$ cat config.mk
export PLATFORM = sky130hd
export DESIGN_NAME = scsi_host_adapter_dma_unit_flat
export DESIGN_NICKNAME = d
export VERILOG_FILES = /design/src/hw/rtl/shad_pkg.sv /design/src/hw/rtl/shad_if.sv /design/src/hw/rtl/shad_step.sv /design/src/hw/rtl/scsi_host_adapter_dma_unit.sv /design/src/flat_wrapper.sv
export SDC_FILE = /design/constraint.sdc
export NUM_CORES = 1
export LEC_CHECK = 0
export ABC_AREA = 1
export CAP_MARGIN = 25
export CORE_MARGIN = 8
export CORE_UTILIZATION = 40
export DETAILED_ROUTE_END_ITERATION = 16
export DONT_BUFFER_PORTS = 1
export HOLD_SLACK_MARGIN = 0.15
export PLACE_DENSITY = 0.63
export SYNTH_ARGS = -nofsm -noshare
export SYNTH_HDL_FRONTEND = slang
export SYNTH_HIERARCHICAL = 1
export SYNTH_SLANG_ARGS = --single-unit
export TNS_END_PERCENT = 100
$ cat constraint.sdc
create_clock -name clk -period 9.5 [get_ports clk]
set_input_delay 1.425 -clock clk [delete_from_list [all_inputs] [get_ports clk]]
set_output_delay 1.425 -clock clk [all_outputs]
set_load 0.01 [all_outputs]
$ cat src/hw/rtl/shad_pkg.sv
// shared types, codes and the step function helpers for the scsi dma adapter
// no dependencies
package shad_pkg;

  // command codes
  localparam logic [1:0] CMD_READ   = 2'd0;
  localparam logic [1:0] CMD_WRITE  = 2'd1;
  localparam logic [1:0] CMD_LINE   = 2'd2;

  // register selects
  localparam logic [2:0] REG_DATA   = 3'd0;
  localparam logic [2:0] REG_STATUS = 3'd1;
  localparam logic [2:0] REG_CTRL   = 3'd2;
  localparam logic [2:0] REG_ADDR_H = 3'd3;
  localparam logic [2:0] REG_ADDR_L = 3'd4;
  localparam logic [2:0] REG_COUNT  = 3'd5;

  // ack codes
  localparam logic [1:0] ACK_NONE    = 2'd0;
  localparam logic [1:0] ACK_ASSERT  = 2'd1;
  localparam logic [1:0] ACK_RELEASE = 2'd2;

  // control word bit positions
  localparam int CW_IRQEN = 0;
  localparam int CW_DMAEN = 1;
  localparam int CW_RST   = 4;
  localparam int CW_SEL   = 5;
  localparam int CW_BSY   = 6;
  localparam int CW_IO    = 8;
  localparam int CW_CD    = 9;
  localparam int CW_MSG   = 10;
  localparam int CW_REQ   = 11;
  localparam int CW_IRQ   = 12;
  localparam int CW_ODD   = 13;

  localparam logic [15:0] READ_MASK  = 16'hf80f;
  localparam logic [15:0] WRITE_MASK = 16'h003f;

  // scsi line bit positions
  localparam int LN_REQ = 0;
  localparam int LN_CD  = 1;
  localparam int LN_IO  = 2;
  localparam int LN_MSG = 3;
  localparam int LN_BSY = 4;
  localparam int LN_SEL = 5;
  localparam int LN_RST = 6;

  // bus phase as {msg, io, cd}
  localparam logic [2:0] PH_DATA_OUT = 3'b000;
  localparam logic [2:0] PH_DATA_IN  = 3'b010;
  localparam logic [2:0] PH_COMMAND  = 3'b001;
  localparam logic [2:0] PH_STATUS   = 3'b011;
  localparam logic [2:0] PH_MSG_OUT  = 3'b101;
  localparam logic [2:0] PH_MSG_IN   = 3'b111;

  localparam logic [15:0] DMA_STEP = 16'd2;

  typedef struct packed {
    logic [1:0]  command;
    logic [2:0]  reg_select;
    logic [15:0] write_data;
    logic [6:0]  scsi_lines;
    logic [7:0]  scsi_data_in;
    logic [15:0] mem_read_data;
  } item_t;

  typedef struct packed {
    logic [15:0] read_data;
    logic [7:0]  scsi_data_out;
    logic        scsi_data_valid;
    logic [1:0]  scsi_ack;
    logic        scsi_sel_out;
    logic        scsi_rst_out;
    logic        mem_write;
    logic        mem_read;
    logic [23:0] mem_addr;
    logic [15:0] mem_wdata;
    logic        irq_line;
  } result_t;

  typedef struct packed {
    logic [15:0] control_word;
    logic [23:0] dma_address;
    logic [15:0] byte_count;
    logic [15:0] word_buffer;
    logic        irq_level;
  } state_t;

  // change the irq bit; the line follows only while irq enable is set
  function automatic state_t set_irq(input state_t s, input logic on);
    state_t r;
    r = s;
    if (on != s.control_word[CW_IRQ]) begin
      r.control_word[CW_IRQ] = on;
      if (s.control_word[CW_IRQEN]) begin
        r.irq_level = on;
      end
    end
    return r;
  endfunction

endpackage

$ cat src/hw/rtl/shad_if.sv
// valid/ready channel interfaces for the scsi dma adapter items and results
// no dependencies
interface shad_in_if;
  logic        valid;
  logic        ready;
  logic [1:0]  command;
  logic [2:0]  reg_select;
  logic [15:0] write_data;
  logic [6:0]  scsi_lines;
  logic [7:0]  scsi_data_in;
  logic [15:0] mem_read_data;

  modport source (output valid, command, reg_select, write_data, scsi_lines,
                  scsi_data_in, mem_read_data, input ready);
  modport sink (input valid, command, reg_select, write_data, scsi_lines,
                scsi_data_in, mem_read_data, output ready);
endinterface

interface shad_out_if;
  logic        valid;
  logic        ready;
  logic [15:0] read_data;
  logic [7:0]  scsi_data_out;
  logic        scsi_data_valid;
  logic [1:0]  scsi_ack;
  logic        scsi_sel_out;
  logic        scsi_rst_out;
  logic        mem_write;
  logic        mem_read;
  logic [23:0] mem_addr;
  logic [15:0] mem_wdata;
  logic        irq_line;

  modport source (output valid, read_data, scsi_data_out, scsi_data_valid, scsi_ack,
                  scsi_sel_out, scsi_rst_out, mem_write, mem_read, mem_addr,
                  mem_wdata, irq_line, input ready);
  modport sink (input valid, read_data, scsi_data_out, scsi_data_valid, scsi_ack,
                scsi_sel_out, scsi_rst_out, mem_write, mem_read, mem_addr,
                mem_wdata, irq_line, output ready);
endinterface

$ cat src/hw/rtl/shad_step.sv
// combinational step: one item against the adapter state gives next state and result
// depends on shad_pkg
module shad_step import shad_pkg::*; (
  input  state_t  state,
  input  item_t   item,
  output state_t  state_next,
  output result_t result
);

  always_comb begin
    state_t      s;
    result_t     r;
    logic [6:0]  ln;
    logic [2:0]  ph;
    s  = state;
    r  = '0;
    ln = item.scsi_lines;
    ph = {ln[LN_MSG], ln[LN_IO], ln[LN_CD]};

    case (item.command)
      CMD_READ: begin
        case (item.reg_select)
          REG_DATA: r.read_data = {item.scsi_data_in, 8'h00};
          REG_STATUS: begin
            if (ln[LN_REQ] && ln[LN_CD] && ln[LN_IO]) begin
              s.control_word[CW_REQ] = 1'b0;
              r.scsi_ack = ACK_ASSERT;
              s = set_irq(s, 1'b0);
            end
          end
          REG_CTRL: begin
            r.read_data = s.control_word & READ_MASK;
            r.read_data[CW_RST] = ln[LN_RST];
            r.read_data[CW_SEL] = ln[LN_SEL];
            r.read_data[CW_BSY] = ln[LN_BSY];
            r.read_data[CW_IO]  = ln[LN_IO];
            r.read_data[CW_CD]  = ln[LN_CD];
            r.read_data[CW_MSG] = ln[LN_MSG];
          end
          REG_COUNT: r.read_data = s.byte_count;
          default: ;
        endcase
      end
      CMD_WRITE: begin
        case (item.reg_select)
          REG_DATA: begin
            r.scsi_data_out   = item.write_data[15:8];
            r.scsi_data_valid = 1'b1;
          end
          REG_STATUS: begin
            // command byte goes out only with req and cd up and io low (command or message out phase)
            if (ln[LN_REQ] && ln[LN_CD] && !ln[LN_IO]) begin
              s.control_word[CW_REQ] = 1'b0;
              r.scsi_data_out   = item.write_data[7:0];
              r.scsi_data_valid = 1'b1;
              r.scsi_ack        = ACK_ASSERT;
            end
          end
          REG_CTRL: s.control_word = (s.control_word & ~WRITE_MASK) |
                                     (item.write_data & WRITE_MASK);
          REG_ADDR_H: s.dma_address[23:16] = item.write_data[7:0];
          REG_ADDR_L: s.dma_address[15:0]  = item.write_data;
          REG_COUNT:  s.byte_count         = item.write_data;
          default: ;
        endcase
      end
      CMD_LINE: begin
        if (!s.control_word[CW_REQ] && ln[LN_REQ]) begin
          case (ph)
            PH_DATA_OUT, PH_DATA_IN: begin
              if (s.control_word[CW_DMAEN]) begin
                if (ln[LN_IO]) begin
                  // inbound: high byte first, write on the second byte
                  if (s.control_word[CW_ODD]) begin
                    s.word_buffer = s.word_buffer | {8'h00, item.scsi_data_in};
                  end else begin
                    s.word_buffer = {item.scsi_data_in, 8'h00};
                  end
                  s.control_word[CW_ODD] = !s.control_word[CW_ODD];
                  if (!s.control_word[CW_ODD]) begin
                    r.mem_write = 1'b1;
                    r.mem_addr  = s.dma_address;
                    r.mem_wdata = s.word_buffer;
                    s.dma_address = s.dma_address + 24'(DMA_STEP);
                    s.byte_count  = s.byte_count + DMA_STEP;
                  end
                end else begin
                  // outbound: fetch a word on the even byte
                  if (!s.control_word[CW_ODD]) begin
                    s.word_buffer = item.mem_read_data;
                    r.mem_read    = 1'b1;
                    r.mem_addr    = s.dma_address;
                    s.dma_address = s.dma_address + 24'(DMA_STEP);
                    s.byte_count  = s.byte_count + DMA_STEP;
                    r.scsi_data_out = s.word_buffer[15:8];
                  end else begin
                    r.scsi_data_out = s.word_buffer[7:0];
                  end
                  r.scsi_data_valid = 1'b1;
                  s.control_word[CW_ODD] = !s.control_word[CW_ODD];
                end
                r.scsi_ack = ACK_ASSERT;
              end else begin
                s = set_irq(s, 1'b1);
              end
            end
            PH_COMMAND: s.control_word[CW_REQ] = 1'b1;
            PH_STATUS, PH_MSG_OUT, PH_MSG_IN: begin
              s.control_word[CW_REQ] = 1'b1;
              s = set_irq(s, 1'b1);
            end
            default: ;  // reserved phases
          endcase
        end else begin
          r.scsi_ack = ACK_RELEASE;
        end
      end
      default: ;
    endcase

    r.scsi_sel_out = s.control_word[CW_SEL];
    r.scsi_rst_out = s.control_word[CW_RST];
    r.irq_line     = s.irq_level;
    state_next = s;
    result     = r;
  end

endmodule

$ cat src/hw/rtl/scsi_host_adapter_dma_unit.sv
// an input transfer reaches the result channel through the input and result registers
// one item per cycle while results are taken; the state update sits between the two registers
// an input transfer is taken while a result waits only if the input register is empty
// reset: rst_n synchronous active low; clears both valid flags and all adapter state
// (control word, dma address, count, word buffer, irq line) to zero
// depends on shad_pkg, shad_if and shad_step
module scsi_host_adapter_dma_unit import shad_pkg::*; (
  input  logic       clk,
  input  logic       rst_n,
  shad_in_if.sink    in_ch,
  shad_out_if.source out_ch
);

  // input register
  logic    in_valid_r, in_valid_nxt;
  item_t   in_item_r;
  // result register
  logic    out_valid_r, out_valid_nxt;
  result_t out_res_r;
  // adapter state
  state_t  state_r;
  state_t  state_step;
  result_t res_step;

  logic in_xfer;
  logic step_fire;

  // the step runs when the result register is free or being emptied
  assign step_fire = in_valid_r && (!out_valid_r || out_ch.ready);
  assign in_ch.ready = !in_valid_r || step_fire;
  assign in_xfer = in_ch.valid && in_ch.ready;

  shad_step u_step (
    .state      (state_r),
    .item       (in_item_r),
    .state_next (state_step),
    .result     (res_step)
  );

  always_comb begin
    in_valid_nxt = in_valid_r;
    if (in_xfer) begin
      in_valid_nxt = 1'b1;
    end else if (step_fire) begin
      in_valid_nxt = 1'b0;
    end
    out_valid_nxt = out_valid_r;
    if (step_fire) begin
      out_valid_nxt = 1'b1;
    end else if (out_ch.ready) begin
      out_valid_nxt = 1'b0;
    end
  end

  // control and adapter state
  always_ff @(posedge clk) begin
    if (!rst_n) begin
      in_valid_r  <= 1'b0;
      out_valid_r <= 1'b0;
      state_r     <= '0;
    end else begin
      in_valid_r  <= in_valid_nxt;
      out_valid_r <= out_valid_nxt;
      if (step_fire) begin
        state_r <= state_step;
      end
    end
  end

  // payload registers
  always_ff @(posedge clk) begin
    if (in_xfer) begin
      in_item_r.command       <= in_ch.command;
      in_item_r.reg_select    <= in_ch.reg_select;
      in_item_r.write_data    <= in_ch.write_data;
      in_item_r.scsi_lines    <= in_ch.scsi_lines;
      in_item_r.scsi_data_in  <= in_ch.scsi_data_in;
      in_item_r.mem_read_data <= in_ch.mem_read_data;
    end
    if (step_fire) begin
      out_res_r <= res_step;
    end
  end

  // result channel
  assign out_ch.valid           = out_valid_r;
  assign out_ch.read_data       = out_res_r.read_data;
  assign out_ch.scsi_data_out   = out_res_r.scsi_data_out;
  assign out_ch.scsi_data_valid = out_res_r.scsi_data_valid;
  assign out_ch.scsi_ack        = out_res_r.scsi_ack;
  assign out_ch.scsi_sel_out    = out_res_r.scsi_sel_out;
  assign out_ch.scsi_rst_out    = out_res_r.scsi_rst_out;
  assign out_ch.mem_write       = out_res_r.mem_write;
  assign out_ch.mem_read        = out_res_r.mem_read;
  assign out_ch.mem_addr        = out_res_r.mem_addr;
  assign out_ch.mem_wdata       = out_res_r.mem_wdata;
  assign out_ch.irq_line        = out_res_r.irq_line;

endmodule

$ cat src/flat_wrapper.sv
// flat-port wrapper written by rule: the top's interface ports become plain ports
module scsi_host_adapter_dma_unit_flat import shad_pkg::*;
  (clk, rst_n, in_ch_valid, in_ch_command, in_ch_reg_select, in_ch_write_data, in_ch_scsi_lines, in_ch_scsi_data_in, in_ch_mem_read_data, in_ch_ready, out_ch_valid, out_ch_read_data, out_ch_scsi_data_out, out_ch_scsi_data_valid, out_ch_scsi_ack, out_ch_scsi_sel_out, out_ch_scsi_rst_out, out_ch_mem_write, out_ch_mem_read, out_ch_mem_addr, out_ch_mem_wdata, out_ch_irq_line, out_ch_ready);
  shad_in_if in_ch_i ();
  shad_out_if out_ch_i ();
  input  logic clk;
  input  logic rst_n;
  input wire logic [$bits(in_ch_i.valid)-1:0] in_ch_valid;
  input wire logic [$bits(in_ch_i.command)-1:0] in_ch_command;
  input wire logic [$bits(in_ch_i.reg_select)-1:0] in_ch_reg_select;
  input wire logic [$bits(in_ch_i.write_data)-1:0] in_ch_write_data;
  input wire logic [$bits(in_ch_i.scsi_lines)-1:0] in_ch_scsi_lines;
  input wire logic [$bits(in_ch_i.scsi_data_in)-1:0] in_ch_scsi_data_in;
  input wire logic [$bits(in_ch_i.mem_read_data)-1:0] in_ch_mem_read_data;
  output wire logic [$bits(in_ch_i.ready)-1:0] in_ch_ready;
  output wire logic [$bits(out_ch_i.valid)-1:0] out_ch_valid;
  output wire logic [$bits(out_ch_i.read_data)-1:0] out_ch_read_data;
  output wire logic [$bits(out_ch_i.scsi_data_out)-1:0] out_ch_scsi_data_out;
  output wire logic [$bits(out_ch_i.scsi_data_valid)-1:0] out_ch_scsi_data_valid;
  output wire logic [$bits(out_ch_i.scsi_ack)-1:0] out_ch_scsi_ack;
  output wire logic [$bits(out_ch_i.scsi_sel_out)-1:0] out_ch_scsi_sel_out;
  output wire logic [$bits(out_ch_i.scsi_rst_out)-1:0] out_ch_scsi_rst_out;
  output wire logic [$bits(out_ch_i.mem_write)-1:0] out_ch_mem_write;
  output wire logic [$bits(out_ch_i.mem_read)-1:0] out_ch_mem_read;
  output wire logic [$bits(out_ch_i.mem_addr)-1:0] out_ch_mem_addr;
  output wire logic [$bits(out_ch_i.mem_wdata)-1:0] out_ch_mem_wdata;
  output wire logic [$bits(out_ch_i.irq_line)-1:0] out_ch_irq_line;
  input wire logic [$bits(out_ch_i.ready)-1:0] out_ch_ready;
  assign in_ch_i.valid = in_ch_valid;
  assign in_ch_i.command = in_ch_command;
  assign in_ch_i.reg_select = in_ch_reg_select;
  assign in_ch_i.write_data = in_ch_write_data;
  assign in_ch_i.scsi_lines = in_ch_scsi_lines;
  assign in_ch_i.scsi_data_in = in_ch_scsi_data_in;
  assign in_ch_i.mem_read_data = in_ch_mem_read_data;
  assign in_ch_ready = in_ch_i.ready;
  assign out_ch_valid = out_ch_i.valid;
  assign out_ch_read_data = out_ch_i.read_data;
  assign out_ch_scsi_data_out = out_ch_i.scsi_data_out;
  assign out_ch_scsi_data_valid = out_ch_i.scsi_data_valid;
  assign out_ch_scsi_ack = out_ch_i.scsi_ack;
  assign out_ch_scsi_sel_out = out_ch_i.scsi_sel_out;
  assign out_ch_scsi_rst_out = out_ch_i.scsi_rst_out;
  assign out_ch_mem_write = out_ch_i.mem_write;
  assign out_ch_mem_read = out_ch_i.mem_read;
  assign out_ch_mem_addr = out_ch_i.mem_addr;
  assign out_ch_mem_wdata = out_ch_i.mem_wdata;
  assign out_ch_irq_line = out_ch_i.irq_line;
  assign out_ch_i.ready = out_ch_ready;
  scsi_host_adapter_dma_unit u_core (.clk(clk), .rst_n(rst_n), .in_ch(in_ch_i), .out_ch(out_ch_i));
endmodule
==> impl_metrics.yaml, run 1 <==
status:
  status: "complete, no violations"
cts:
  cts_tree: "built"
  cts_resized: 0
  cts_buffers: 17
  post_cts_buffers: 0
  cts_buffer_depth: 2
  cts.clk_slew.worst_paths_ps: 80
  cts.htree.levels: 4
  clk_latency_ps: 450
  postCtsHoldBufs: 0
  cts_root_buffer: "clkbuf_16"
  clock-sinks: 194
synth:
  netlist_instances: 1441
  yosys_warnings: 6
  syn_nets: 1505
  avgSynthCellArea_sq_um: 7.57
  syn_area_sq_um: 10900
timing:
  rsz0062_at_grt: "false"
  period_needed_ps: 3120
  slew_viol_final: 0
  period_share_pct: 32.8
  relSlewSlack_pct: 30.2
  hold_slack_ps: 488
  max_freq_mhz: 321
  worst_clock_skew_ps: 13.9
  finalSetupViolations: 0
  hold_violations: 0
  setup-tns-final_ps: 0
  worst_slew_pin_slew_ps: 1040
routing:
  vias: 9815
  dr.pass1.iters: 6
  drt_iter0_drc: 1076
  ant_nets: 0
  drc: 0
  via_per_inst: 5.61
  routedWlPerCell_um: 20.1
  routed_wl_mm: 35.1
placement:
  dp.cells: 1714
  gp_congestion: 0.963
  numPortBuffers: 0
  dp_hpwl_mm: 24.2
layout:
  nFillCells: 2689
  area_growth_pct: 7.16
  fin_cells: 1749
  final_nets: 1458
  drive_gt1_share_pct: 5.40
  utilization_pct: 43.5
floorplanning:
  start_util_pct: 40.6
  io_pins: 130
  fp-row-count: 60
  fp.dieArea_sq_um: 32800
  die_x_um: 181
  core_area_sq_um: 26900
  die_height_um: 181
worst_setup_path:
  critPathArrivalTime_ps: 1690
  required_ps: 8080
  cp-start-kind: "input pin"
  slowest_stage: "nand3_1"
  cp_num_buf_inv: 1
  critPathKind: "input pin to output pin"
  critical-path-top-delay-family: "simple AND/OR/NAND/NOR gates"
  crit_path_max_incr_delay_ps: 180
  path_cells: "inv_2 > nand3_1"
  worstSetupEndpointType: "output pin"
  cp_max_fo: 3
global_routing:
  grt_pass1_wl_mm: 53.4
  grt_pass1_vias: 8990
  overflow: 0
  antenna_found_initial: 1
  grt_usage_pct: 20.9
  grt_max_degree: 104
power_and_ir_drop:
  swShare_pct: 30.5
  p_comb_share_pct: 11.1
  switching_power_uw: 601
  p_per_area_nw_per_um2: 169
  p_leak_nw: 4.55
  vdd_drop_max_v: 0.000104
  seqPwrFrac_pct: 50.6
  internal_power_mw: 1.37
  pwr-share-clk_pct: 38.3
hold_path:
  hold_path_class: "flop to flop"
job:
  maxCapViolCount: 0
layer usage:
metal  wire, um  share of wire [%]  vias to the layer above  track usage (%)
met5          0                  0                        -                0
li1           -                  -                     4669                -
met2      15900                 45                      476             32.3
met3       2950                8.4                       48             4.29
met4        836                2.4                        0             6.89
met1      15400                 44                     4622             28.6
worst min-delay path: stages (launching register included):
cell and delay, ps:
dfxtp_1 330, a21oi_1 40, nor2_1 80
final cells by class:
class / count / area, sq um / area share, %
Sequential cell: 194 / 5130 / 43.9
Multi-Input combinational cell: 961 / 4580 / 39.1
Inverter: 208 / 781 / 6.68
Tap cell: 341 / 427 / 3.65
Clock buffer: 17 / 425 / 3.64
Clock inverter: 15 / 203 / 1.73
Timing Repair Buffer: 12 / 150 / 1.28
Antenna cell: 1 / 2.50 / 0.0214
cell usage in the layout (no fill, tap or decap), types with 2 or more instances in the layout:
| cell type | count |
|---|---|
| a21oi_1 | 125 |
| a21oi_4 | 2 |
| a22o_1 | 5 |
| a22oi_1 | 10 |
| buf_16 | 2 |
| buf_4 | 8 |
| clkbuf_16 | 17 |
| clkinv_1 | 3 |
| clkinv_8 | 7 |
| dfxtp_1 | 69 |
| edfxtp_1 | 124 |
| ha_1 | 8 |
| inv_1 | 198 |
| inv_12 | 2 |
| inv_2 | 7 |
| inv_6 | 2 |
| inv_8 | 2 |
| nand2_1 | 294 |
| nand2_2 | 3 |
| nand2_4 | 4 |
| nand3_1 | 121 |
| nand4_1 | 14 |
| nor2_1 | 177 |
| nor2_2 | 5 |
| nor2_4 | 4 |
| nor3_1 | 25 |
| nor3_2 | 3 |
| o211ai_1 | 6 |
| o21ai_0 | 106 |
| o21ai_1 | 2 |
| o221ai_1 | 6 |
| o22ai_1 | 29 |
| xnor2_1 | 2 |
power groups by stage:
stage / clock network, mW / registers [mW] / logic (mW)
2_1_floorplan: 0 / 0.992 / 0.174
3_3_place_gp: 0 / 1.02 / 0.206
3_5_place_dp: 0 / 1.02 / 0.213
4_1_cts: 0.769 / 0.998 / 0.215
5_1_grt: 0.797 / 1.00 / 0.246
6_report: 0.755 / 0.999 / 0.219
final timing paths:
kind         slack (ps)  depth (start not counted)                 start            endpoint
max reg2reg        6400                         10  u_core/in_item_r[51]  u_core/state_r[62]
min reg2reg         490                          2    u_core/state_r[10]  u_core/state_r[10]
min                 490                          2    u_core/state_r[10]  u_core/state_r[10]
max                6380                          2          out_ch_ready         in_ch_ready
through the flow:
step                      setup slack (ps)  cell area [sq um]  total power, mW
after floorplan                       4050              10900             1.17
after global placement                6100              11000             1.22
after detailed placement              6380              11000             1.23
after CTS                             6380              11600             1.98
after global routing                  6180              11700             2.05
final                                 6380              11700             1.97
registers in the layout (all words and copies together) (netlist names), 2 cells and up:
name and flops:
u_core/state_r 68, u_core/out_ch.mem_addr 24, u_core/out_ch.read_data 16, u_core/out_ch.scsi_data_out 8, u_core/out_ch.scsi_ack 2, u_core/in_item_r 52, u_core/out_ch.mem_wdata 16
Note: power is estimated with default switching activity, not from simulation.
==> inputs of run 2 (changes only) <==
--- a/config.mk
+++ b/config.mk
@@ -12,7 +12,7 @@
 export DETAILED_ROUTE_END_ITERATION = 16
 export DONT_BUFFER_PORTS = 1
 export HOLD_SLACK_MARGIN = 0.15
-export PLACE_DENSITY = 0.63
+export PLACE_DENSITY = 0.65
 export SYNTH_ARGS = -nofsm -noshare
 export SYNTH_HDL_FRONTEND = slang
 export SYNTH_HIERARCHICAL = 1
==> constraint.sdc (replaced) <==
create_clock -name clk -period 2.6 [get_ports clk]
set_input_delay 0.39 -clock clk [delete_from_list [all_inputs] [get_ports clk]]
set_output_delay 0.39 -clock clk [all_outputs]
set_load 0.01 [all_outputs]
==> run 2 against run 1 <==
  * Die area is the same
  * Via count is 3.0% higher
  * Utilization increased by 2.8 points
  * Combinational power grew to 4.3 times the previous value
  * Global-route usage is 1.2 points higher
  * Setup slack worse by 6200 ps
  * Flip-flop and latch count is the same
  * Routed wire length increased by 5.4%
  * Final cell count is 4.6% higher
  * Worst hold slack worse by 160 ps
  * Sequential share of layout area decreased by 2.6 points
  * Clock skew rose by 3.1 ps
  * Largest cell class unchanged
  * Largest power group unchanged
  * Highest routed layer unchanged
==> impl_metrics.yaml, run 2 (synthesis results as in run 1) <==
cts:
  cts_buffer_depth: 2
  cts_tree: "built"
  clock-sinks: 194
  cts.htree.levels: 4
  cts.clk_slew.worst_paths_ps: 90
  cts_buffers: 17
  post_cts_buffers: 0
  cts_root_buffer: "clkbuf_16"
  clk_latency_ps: 450
timing:
  relSlewSlack_pct: 38.9
  worst_clock_skew_ps: 17.0
  period_share_pct: 91.5
  rsz0062_at_grt: "false"
  finalSetupViolations: 0
  worst_slew_pin_slew_ps: 916
  max_freq_mhz: 420
  slew_viol_final: 0
  setup-tns-final_ps: 0
  setup_slack_ps: 221
  hold_violations: 0
  period_needed_ps: 2380
global_routing:
  grt_max_degree: 84
  grt_pass1_vias: 9186
  grt_usage_pct: 22.0
  grt_pass1_wl_mm: 56.2
  antenna_found_initial: 0
  overflow: 0
layout:
  drive_gt1_share_pct: 6.92
  fin_cells: 1830
  antennaDiodeCount: 0
  largest_reg_flops: 68
  top_register: "u_core/state_r"
  layout_commonest_cell: "nand2_1"
  final_cell_mix: "nand2_1 (294), inv_1 (198), nor2_1 (178)"
  final_nets: 1540
  area_growth_pct: 14.0
  stdcell_area_sq_um: 12400
routing:
  dr.pass1.iters: 6
  vias: 10100
  wl_met2_mm: 16.8
  via_per_inst: 5.52
  routedWlPerCell_um: 20.2
  drt_iter0_drc: 1181
  drt-met1-wl_mm: 16.3
  routed_wl_mm: 37.0
  highest-signal-layer: "met4"
  ant_nets: 0
  met3_length_mm: 3.17
  drc: 0
floorplanning:
  start_util_pct: 40.6
  fp-row-count: 60
  fp.dieArea_sq_um: 32800
  die_x_um: 181
  core_area_sq_um: 26900
  io_pins: 130
  die_height_um: 181
worst_setup_path:
  r2r-start: "u_core/state_r[70]"
  cp_max_fo: 9
  path_cells: "nand2_2 > nand2_4 > nand2_4 > nor2_8 > nand3_1 > nor2_1 > o21ai_0 > nand2_1 > nand2_1 > o21ai_0 > inv_1 > nand3_1 > nand2_1 > nor2_1"
  critical-path-top-delay-family: "simple AND/OR/NAND/NOR gates"
  reg2regPathDepth: 14
  cpMostUsedCell: "nand2_1"
  slowest_stage: "dfxtp_1"
  crit_path_max_incr_delay_ps: 570
  r2r_setup_slack_ps: 220
  cp_num_buf_inv: 1
  rr_endpoint: "u_core/state_r[50]"
  critPathKind: "flop to flop"
  cp-start-kind: "flop"
  critPathArrivalTime_ps: 2760
  required_ps: 2980
  worstSetupEndpointType: "flop"
hold_path:
  hold_path_class: "input pin to flop"
  hold_depth: 3
  hold_end: "u_core/state_r[1]"
  min_from: "rst_n"
job:
  maxCapViolCount: 0
placement:
  post-place-ws_ps: 365
  numPortBuffers: 0
  gp_congestion: 0.928
  dp_hpwl_mm: 25.6
  place_area_sq_um: 11200
  dp.cells: 1743
power_and_ir_drop:
  p_leak_nw: 4.92
  p_per_area_nw_per_um2: 600
  vdd_drop_max_v: 0.000353
status:
  status: "complete, no violations"
==> run 2: worst max-delay path by stage <==
stage	from	end	slack, ps	depth (start not counted)
2_1_floorplan	u_core/in_valid_r	u_core/out_ch.irq_line	310	4
3_3_place_gp	u_core/in_item_r[50]	u_core/state_r[69]	370	13
3_5_place_dp	u_core/in_item_r[50]	u_core/state_r[69]	360	13
4_1_cts	u_core/in_item_r[50]	u_core/state_r[69]	340	13
5_1_grt	u_core/state_r[70]	u_core/state_r[50]	60	14
6_report	u_core/state_r[70]	u_core/state_r[50]	220	14
==> run 2: report_power, final <==
part           total (mW)  internal, mW  switching [mW]
clock                2.90          1.37            1.53
combinational       0.945         0.324           0.621
sequential           3.63          3.44           0.191
==> run 2: metal layers <==
metal | vias to the layer above | global-route usage, %
li1 | 4836 | -
met1 | 4704 | 30.6
met2 | 529 | 34.3
met3 | 41 | 4.17
met4 | 0 | 6.40
met5 | - | 0
==> run 2: stage by stage <==
step / hold WS (ps) / util [%] / total power, mW
final: 326 / 46.3 / 7.47
after global routing: 326 / 46.3 / 7.75
after CTS: 312 / 46.3 / 7.51
after detailed placement: 469 / 41.8 / 4.53
after global placement: 461 / 41.8 / 4.52
after floorplan: 452 / - / 4.26
==> run 2: timing repair <==
item / in CTS / in global routing
endpoints found under the hold margin: 122 / 0
hold buffers: 55 / 0
resized for setup: 0 / 0
==> run 2: worst min-delay path, delay by kind of cell <==
family | cells | cell delay, ps
buffers and inverters | 1 | 200
and+or+nand+nor | 2 | 140
==> run 2: area by class of cell <==
type	instances	area (sq um)
Multi-Input combinational cell	961	4570
Fill cell	2651	14400
Clock buffer	17	425
Timing Repair Buffer	94	886
Sequential cell	194	5130
Clock inverter	15	220
Inverter	208	781
Tap cell	341	427
